--- src/sv/pcgbr_pkg.sv ---
`timescale 1ns / 1ps
package pcgbr_pkg;

  localparam logic [63:0] LcgMult   = 64'd6364136223846793005;
  localparam logic [63:0] StateInit = 64'h853c49e6748fea9b;
  localparam logic [63:0] IncInit   = 64'hda3e39cb94b95bdb;

  localparam int DivSteps = 32;
  localparam int DivCntW  = $clog2(DivSteps);

  localparam logic CmdReseed = 1'b0;
  localparam logic CmdDraw   = 1'b1;

  localparam logic CfgSeed   = 1'b0;
  localparam logic CfgStream = 1'b1;

  typedef enum logic [1:0] {
    MUL_LL = 2'b00,
    MUL_LH = 2'b01,
    MUL_HL = 2'b10
  } mul_sel_e;

  typedef struct packed {
    logic     load;
    logic     rs_init;
    logic     mul_en;
    mul_sel_e mul_sel;
    logic     inc_add;
    logic     seed_add;
    logic     div_init_thr;
    logic     div_init_mod;
    logic     div_run;
    logic     done;
  } dp_cmd_t;

  typedef struct packed {
    logic is_draw;
    logic bound_zero;
    logic accept;
    logic div_last;
  } dp_status_t;

  // XSH-RR output from the pre-step state
  function automatic logic [31:0] xsh_rr(input logic [63:0] s);
    logic [63:0] x;
    logic [31:0] mixed;
    logic [4:0]  rot;
    logic [63:0] dbl;
    x     = (s >> 18) ^ s;
    mixed = x[58:27];
    rot   = s[63:59];
    dbl   = {mixed, mixed} >> rot;
    return dbl[31:0];
  endfunction

endpackage

--- src/sv/pcgbr_ctrl.sv ---
`timescale 1ns / 1ps
module pcgbr_ctrl
  import pcgbr_pkg::*;
(
  input  logic       clk_i,
  input  logic       rst_ni,
  input  logic       start,
  output logic       busy,
  input  dp_status_t status_i,
  output dp_cmd_t    cmd_o
);

  typedef enum logic [12:0] {
    S_IDLE    = 13'b0000000000001,
    S_LOAD    = 13'b0000000000010,
    S_RS_INIT = 13'b0000000000100,
    S_STEP_A  = 13'b0000000001000,
    S_STEP_B  = 13'b0000000010000,
    S_STEP_C  = 13'b0000000100000,
    S_STEP_D  = 13'b0000001000000,
    S_SEED    = 13'b0000010000000,
    S_DIV_T   = 13'b0000100000000,
    S_CHECK   = 13'b0001000000000,
    S_DIV_M   = 13'b0010000000000,
    S_DONE    = 13'b0100000000000,
    S_SPARE   = 13'b1000000000000
  } state_e;

  state_e state_q, state_d;
  logic   seeded_q, seeded_d;

  always_ff @(posedge clk_i or negedge rst_ni) begin
    if (!rst_ni) begin
      state_q  <= S_IDLE;
      seeded_q <= 1'b0;
    end else begin
      state_q  <= state_d;
      seeded_q <= seeded_d;
    end
  end

  assign busy = (state_q != S_IDLE);

  always_comb begin
    state_d  = state_q;
    seeded_d = seeded_q;
    cmd_o    = '0;
    cmd_o.mul_sel = MUL_LL;
    case (state_q)
      S_IDLE: begin
        if (start) begin
          cmd_o.load = 1'b1;
          state_d    = S_LOAD;
        end
      end
      S_LOAD: begin
        seeded_d = 1'b0;
        if (!status_i.is_draw) begin
          state_d = S_RS_INIT;
        end else if (status_i.bound_zero) begin
          state_d = S_STEP_A;
        end else begin
          cmd_o.div_init_thr = 1'b1;
          state_d            = S_DIV_T;
        end
      end
      S_RS_INIT: begin
        cmd_o.rs_init = 1'b1;
        state_d       = S_STEP_A;
      end
      S_STEP_A: begin
        cmd_o.mul_en  = 1'b1;
        cmd_o.mul_sel = MUL_LL;
        state_d       = S_STEP_B;
      end
      S_STEP_B: begin
        cmd_o.mul_en  = 1'b1;
        cmd_o.mul_sel = MUL_LH;
        state_d       = S_STEP_C;
      end
      S_STEP_C: begin
        cmd_o.mul_en  = 1'b1;
        cmd_o.mul_sel = MUL_HL;
        state_d       = S_STEP_D;
      end
      S_STEP_D: begin
        cmd_o.inc_add = 1'b1;
        if (!status_i.is_draw) begin
          state_d = seeded_q ? S_DONE : S_SEED;
        end else if (status_i.bound_zero) begin
          state_d = S_DONE;
        end else begin
          state_d = S_CHECK;
        end
      end
      S_SEED: begin
        cmd_o.seed_add = 1'b1;
        seeded_d       = 1'b1;
        state_d        = S_STEP_A;
      end
      S_DIV_T: begin
        cmd_o.div_run = 1'b1;
        if (status_i.div_last) begin
          state_d = S_STEP_A;
        end
      end
      S_CHECK: begin
        if (status_i.accept) begin
          cmd_o.div_init_mod = 1'b1;
          state_d            = S_DIV_M;
        end else begin
          state_d = S_STEP_A;
        end
      end
      S_DIV_M: begin
        cmd_o.div_run = 1'b1;
        if (status_i.div_last) begin
          state_d = S_DONE;
        end
      end
      S_DONE: begin
        cmd_o.done = 1'b1;
        state_d    = S_IDLE;
      end
      default: begin
        state_d = S_IDLE;
      end
    endcase
  end

endmodule

--- src/sv/pcgbr_dp.sv ---
`timescale 1ns / 1ps
module pcgbr_dp
  import pcgbr_pkg::*;
(
  input  logic        clk_i,
  input  logic        rst_ni,
  input  logic        cmd_i,
  input  logic [31:0] bound_i,
  input  logic        cfg_we_i,
  input  logic        cfg_idx_i,
  input  logic [63:0] cfg_data_i,
  input  dp_cmd_t     cmd_in_i,
  output dp_status_t  status_o,
  output logic        valid_o,
  output logic [31:0] value_o
);

  logic [63:0] state_q, inc_q, seed_q;
  logic [62:0] stream_q;
  logic        cmd_q;
  logic [31:0] bound_q;
  logic [63:0] acc_q;
  logic [31:0] rnd_q;
  logic [31:0] rem_q, dvd_q;
  logic [DivCntW-1:0] cnt_q;

  logic [31:0] mul_a, mul_b;
  logic [63:0] prod;
  logic [32:0] rem_sh;
  logic [32:0] rem_sub;
  logic        fits;

  always_ff @(posedge clk_i or negedge rst_ni) begin
    if (!rst_ni) begin
      seed_q   <= '0;
      stream_q <= '0;
    end else if (cfg_we_i) begin
      case (cfg_idx_i)
        CfgSeed:   seed_q   <= cfg_data_i;
        CfgStream: stream_q <= cfg_data_i[62:0];
        default:   seed_q   <= seed_q;
      endcase
    end
  end

  always_comb begin
    case (cmd_in_i.mul_sel)
      MUL_LL: begin
        mul_a = state_q[31:0];
        mul_b = LcgMult[31:0];
      end
      MUL_LH: begin
        mul_a = state_q[31:0];
        mul_b = LcgMult[63:32];
      end
      MUL_HL: begin
        mul_a = state_q[63:32];
        mul_b = LcgMult[31:0];
      end
      default: begin
        mul_a = state_q[31:0];
        mul_b = LcgMult[31:0];
      end
    endcase
  end

  assign prod = 64'(mul_a) * 64'(mul_b);

  always_ff @(posedge clk_i or negedge rst_ni) begin
    if (!rst_ni) begin
      state_q <= StateInit;
      inc_q   <= IncInit;
    end else if (cmd_in_i.rs_init) begin
      state_q <= '0;
      inc_q   <= {stream_q, 1'b1};
    end else if (cmd_in_i.inc_add) begin
      state_q <= acc_q + inc_q;
    end else if (cmd_in_i.seed_add) begin
      state_q <= state_q + seed_q;
    end
  end

  always_ff @(posedge clk_i) begin
    if (cmd_in_i.load) begin
      cmd_q   <= cmd_i;
      bound_q <= bound_i;
    end
    if (cmd_in_i.mul_en) begin
      if (cmd_in_i.mul_sel == MUL_LL) begin
        acc_q <= prod;
        rnd_q <= xsh_rr(state_q);
      end else begin
        acc_q <= acc_q + {prod[31:0], 32'd0};
      end
    end
  end

  // restoring remainder, one bit per cycle
  assign rem_sh  = {rem_q, dvd_q[31]};
  assign fits    = (rem_sh >= {1'b0, bound_q});
  assign rem_sub = rem_sh - {1'b0, bound_q};

  always_ff @(posedge clk_i) begin
    if (cmd_in_i.div_init_thr) begin
      rem_q <= '0;
      dvd_q <= 32'd0 - bound_q;
      cnt_q <= '0;
    end else if (cmd_in_i.div_init_mod) begin
      rem_q <= '0;
      dvd_q <= rnd_q;
      cnt_q <= '0;
    end else if (cmd_in_i.div_run) begin
      rem_q <= fits ? rem_sub[31:0] : rem_sh[31:0];
      dvd_q <= {dvd_q[30:0], 1'b0};
      cnt_q <= cnt_q + 1'b1;
    end
  end

  assign status_o.is_draw    = (cmd_q == CmdDraw);
  assign status_o.bound_zero = (bound_q == 32'd0);
  assign status_o.accept     = (rnd_q >= rem_q);
  assign status_o.div_last   = (cnt_q == DivCntW'(DivSteps - 1));

  assign valid_o = cmd_in_i.done;
  always_comb begin
    if (cmd_q == CmdReseed) begin
      value_o = '0;
    end else if (bound_q == 32'd0) begin
      value_o = rnd_q;
    end else begin
      value_o = rem_q;
    end
  end

endmodule

--- src/sv/pcg32_bounded_random.sv ---
`timescale 1ns / 1ps
// Channel   Handshake          Payload
// input     start / busy       cmd_i, bound_i
// result    valid_o (1 cycle)  value_o
// config    cfg_we_i           cfg_idx_i, cfg_data_i
//
// Reseed: zero state, step, add seed, step. Raw draw: step. Bounded draw:
// threshold mod, step until accepted, final mod. One 32x32 multiplier
// does the LCG step in three passes; one bit-serial divider does both
// mods. busy falls the cycle after valid_o. Reset loads the default
// state. The receiver cannot stall; each result shows for one cycle only.
module pcg32_bounded_random
  import pcgbr_pkg::*;
(
  input  logic        clk_i,
  input  logic        rst_ni,
  input  logic        start,
  output logic        busy,
  input  logic        cmd_i,
  input  logic [31:0] bound_i,
  output logic        valid_o,
  output logic [31:0] value_o,
  input  logic        cfg_we_i,
  input  logic        cfg_idx_i,
  input  logic [63:0] cfg_data_i
);

  dp_cmd_t    dp_cmd;
  dp_status_t dp_status;

  pcgbr_ctrl u_ctrl (
    .clk_i    (clk_i),
    .rst_ni   (rst_ni),
    .start    (start),
    .busy     (busy),
    .status_i (dp_status),
    .cmd_o    (dp_cmd)
  );

  pcgbr_dp u_dp (
    .clk_i      (clk_i),
    .rst_ni     (rst_ni),
    .cmd_i      (cmd_i),
    .bound_i    (bound_i),
    .cfg_we_i   (cfg_we_i),
    .cfg_idx_i  (cfg_idx_i),
    .cfg_data_i (cfg_data_i),
    .cmd_in_i   (dp_cmd),
    .status_o   (dp_status),
    .valid_o    (valid_o),
    .value_o    (value_o)
  );

endmodule
--- config.mk ---
export PLATFORM = sky130hd
export DESIGN_NAME = pcg32_bounded_random
export DESIGN_NICKNAME = d
export VERILOG_FILES = /design/src/sv/pcgbr_pkg.sv /design/src/sv/pcgbr_ctrl.sv /design/src/sv/pcgbr_dp.sv /design/src/sv/pcg32_bounded_random.sv
export SDC_FILE = /design/constraint.sdc
export NUM_CORES = 2
export LEC_CHECK = 0
export BUFFER_PORTS_ARGS = -buffer_cell sky130_fd_sc_hd__buf_2
export CORE_MARGIN = 2
export CORE_UTILIZATION = 30
export CTS_CLUSTER_SIZE = 28
export DETAILED_ROUTE_END_ITERATION = 12
export GPL_TIMING_DRIVEN = 0
export RECOVER_POWER = 25
export SKIP_LAST_GASP = 1
export SYNTH_ARGS = -nofsm -noshare
export SYNTH_HDL_FRONTEND = slang
export SYNTH_HIERARCHICAL = 1
export SYNTH_SLANG_ARGS = --single-unit
--- constraint.sdc ---
create_clock -name clk_i -period 12 [get_ports clk_i]
set_clock_uncertainty 0.1 [all_clocks]
set_input_delay 3 -clock clk_i [delete_from_list [all_inputs] [get_ports clk_i]]
set_output_delay 3 -clock clk_i [all_outputs]
set_load 0.01 [all_outputs]
==> impl_metrics.yaml <==
logic_synthesis:
  yosysSeqAreaShare_pct: 22.4
  ys.flop_type: "dfrtp_1"
  synth-seq-cells: 465
  synthArstFlopShare_pct: 57.4
  synthCells: 5644
  synth_warnings: 6
  synthDistinctLibCells: 108
  avgSynthCellArea_um2: 9.77
  synth-edff-count: 161
  syn-cell-area_um2: 55200
drt:
  vias: 43500
  drt-initial-drc-count: 3434
  firstDrtPassIters: 6
  wl_mm: 204
  wire_per_inst_um: 24.2
  antenna_left: 0
  drc: 0
  viasPerCell: 5.16
floorplanning:
  die_x_um: 433
  io_pins: 136
  core-area_um2: 183000
  rows: 157
  die_h_um: 433
  start_util_pct: 30.2
  die-area_um2: 187000
global_route:
  grt_pass1_vias: 44700
  use_met3_pct: 3.62
  met1_usage_pct: 27.7
  grt_start_max_net_pins: 120
  busiest_layer: "met2"
  overflow: 0
  grt_pass1_wl_mm: 299
  antenna_found_initial: 16
  gr-usage-all-layers_pct: 21.5
  met2_usage_pct: 35.7
pwr:
  worst_ir_drop_vdd_uv: 128
  powerDensity_nw_per_um2: 177
  power_w: 0.0109
  p_leak_nw: 29.5
sta:
  final-setup-viol-count: 0
  maxSlewViolCount: 0
  timing.fmax_ghz: 0.0864
  period_needed_ps: 11570
  post-route-period-util_pct: 96.5
  worst_pin_slew_ps: 1450
  hold_violations: 0
  slew_headroom_pct: 3.05
  rsz0062_at_grt: "true"
clocking:
  hold_buffers: 0
  cts-root-buf: "clkbuf_16"
  clock-sinks: 465
  cts_max_path_buffers: 3
  worstSkewPairLatency_ps: 700
  clkTransAtPathRegs_ps: 60
  htreeDepth: 2
  cts_tree: "done"
  numCtsBuffers: 57
worst_setup_path:
  start_kind: "flip-flop"
  max_stage_delay_ps: 670
  cpMostUsedCell: "fa_1"
  path_class: "flip-flop to flip-flop"
  worstPathMaxFanout: 10
  cp_slowest_cell: "fa_1"
  cp-end-kind: "flip-flop"
  cp.arrival_ps: 11860
  cp_data_required_time_ps: 12290
place:
  place_area_um2: 59200
  hpwl_mm: 171
  place.gp.congestion: 0.977
  io_buffers: 135
layout:
  nFillCells: 18800
  syn_to_final_growth_pct: 11.9
  final_area_um2: 61700
  layout.nets: 7215
  drive_gt1_share_pct: 12.6
outcome:
  status: "completed"
min_path:
  holdCritPathClass: "flip-flop to flip-flop"
run:
  cap_viol_max_count: 0
power by group:
| group | switching (W) | internal, W | leakage, nW |
|---|---|---|---|
| clock | 0.000782 | 0.00106 | 0.973 |
| sequential | 0.000360 | 0.00209 | 5.01 |
| combinational | 0.00413 | 0.00248 | 23.5 |
worst max-delay path, delay by kind of cell (launching register included):
kind	cells	cell delay, ps
AND/OR/NAND/NOR	8	1760
AO/OA/AOI/OAI	5	980
adder cells (fa/ha/maj)	10	4900
XOR/XNOR	2	800
multiplexers	1	470
buffers and inverters	12	1860
flip-flops	1	360
layer usage:
| layer | up-vias | part of all wire, % |
|---|---|---|
| met2 | 1412 | 47 |
| met1 | 21800 | 42 |
| met4 | 6 | 4.8 |
| met5 | - | 0.018 |
| li1 | 20000 | - |
| met3 | 312 | 6.2 |
per-stage QoR:
stage / instances / utilization, % / worst slack, ps / TNS (ps) / hold slack [ps]
CTS: 8405 / 33.7 / -3.02 / -3.02 / 336
floorplan: 5673 / - / 1330 / 0 / 331
finish: 8423 / 33.8 / 425 / 0 / 349
global placement: 8272 / 32.3 / -2190 / -39660 / 359
global route: 8421 / 33.8 / -48.9 / -80.8 / 359
detailed placement: 8279 / 32.4 / -1860 / -25960 / 369
cell usage after synthesis, drive strengths merged (125+ instances only):
| cell type | count | area (um^2) |
|---|---|---|
| a21oi | 371 | 1860 |
| dfrtp | 195 | 4880 |
| fa | 549 | 11000 |
| mux2 | 224 | 2520 |
| inv | 689 | 2590 |
| a21o | 161 | 1210 |
| o21ai | 295 | 1490 |
| clkbuf | 180 | 678 |
| xnor2 | 179 | 1570 |
| edfxtp | 161 | 4830 |
| mux2i | 125 | 1250 |
| nor2 | 262 | 983 |
| nand2 | 388 | 1460 |
| ha | 660 | 8260 |
registers in the layout, summed over array words and instances, names as in the netlist, 5 cells and up:
signal and count:
u_dp/rnd_q 32, u_dp/acc_q 64, u_dp/stream_q 63, u_dp/cnt_q 5, u_dp/bound_q 32, u_dp/state_q 64
u_dp/dvd_q 32, u_dp/seed_q 64, u_dp/inc_q 63, u_dp/rem_q 32, u_ctrl/state_q 12
worst paths after layout:
kind                       slack [ps]         startpoint           endpoint  cells after the start
min in group asynchronous        2180             rst_ni    u_dp/seed_q[21]                      1
hold reg to reg                   350  u_dp/stream_q[34]     u_dp/inc_q[35]                      1
hold / removal                    350  u_dp/stream_q[34]     u_dp/inc_q[35]                      1
max in group asynchronous        8060             rst_ni  u_dp/stream_q[61]                      3
setup / recovery                  430  u_ctrl/state_q[8]     u_dp/acc_q[62]                     38
setup reg to reg                  430  u_ctrl/state_q[8]     u_dp/acc_q[62]                     38
cell type report:
cell class | count | area (um^2) | share of cell area, %
Timing Repair Buffer | 174 | 1060 | 1.71
Inverter | 690 | 2630 | 4.26
Clock buffer | 78 | 1680 | 2.72
Clock inverter | 30 | 338 | 0.547
Multi-Input combinational cell | 4284 | 39600 | 64.1
Tap cell | 2464 | 3080 | 4.99
Buffer | 232 | 981 | 1.59
Antenna cell | 6 | 15.0 | 0.0243
Sequential cell | 465 | 12300 | 20.0
layout by cell type, fill, tap and decap left out, drive strengths merged, types with 41 or more instances in the layout:
cell / netlist / final
ha: 660 / 660
and2: 89 / 89
dfrtp: 195 / 195
edfxtp: 161 / 161
xor2: 100 / 100
a211oi: 72 / 72
nor2b: 46 / 46
nand3: 77 / 77
mux2: 224 / 224
nor3: 49 / 49
a21oi: 371 / 371
xnor2: 179 / 179
inv: 689 / 685
nor2: 262 / 262
nand2: 388 / 388
clkbuf: 180 / 254
buf: 54 / 230
a21boi: 41 / 41
fa: 549 / 549
dfstp: 72 / 72
a21o: 161 / 161
nand4: 84 / 84
mux2i: 125 / 125
o21ai: 295 / 295
cell families after synthesis:
group / count (synthesis) / share of synthesized area, %
AO/OA/AOI/OAI: 1245 / 14.6
flip-flops: 465 / 22.4
XOR/XNOR: 279 / 4.43
other: 2 / 0.0136
adder cells (fa/ha/maj): 1209 / 34.9
multiplexers: 352 / 6.96
buffers and inverters: 924 / 6.45
AND/OR/NAND/NOR: 1168 / 10.3
repair_timing:
| item | 4_1_cts | 5_1_grt |
|---|---|---|
| pin swaps | 1 | 2 |
| cloned | 0 | 0 |
| setup buffers | 18 | 14 |
| setup endpoints to repair | 39 | 13 |
| gates resized for setup | 38 | 25 |
| hold endpoints to repair | 0 | 0 |
(Power assumes the default switching activity.)
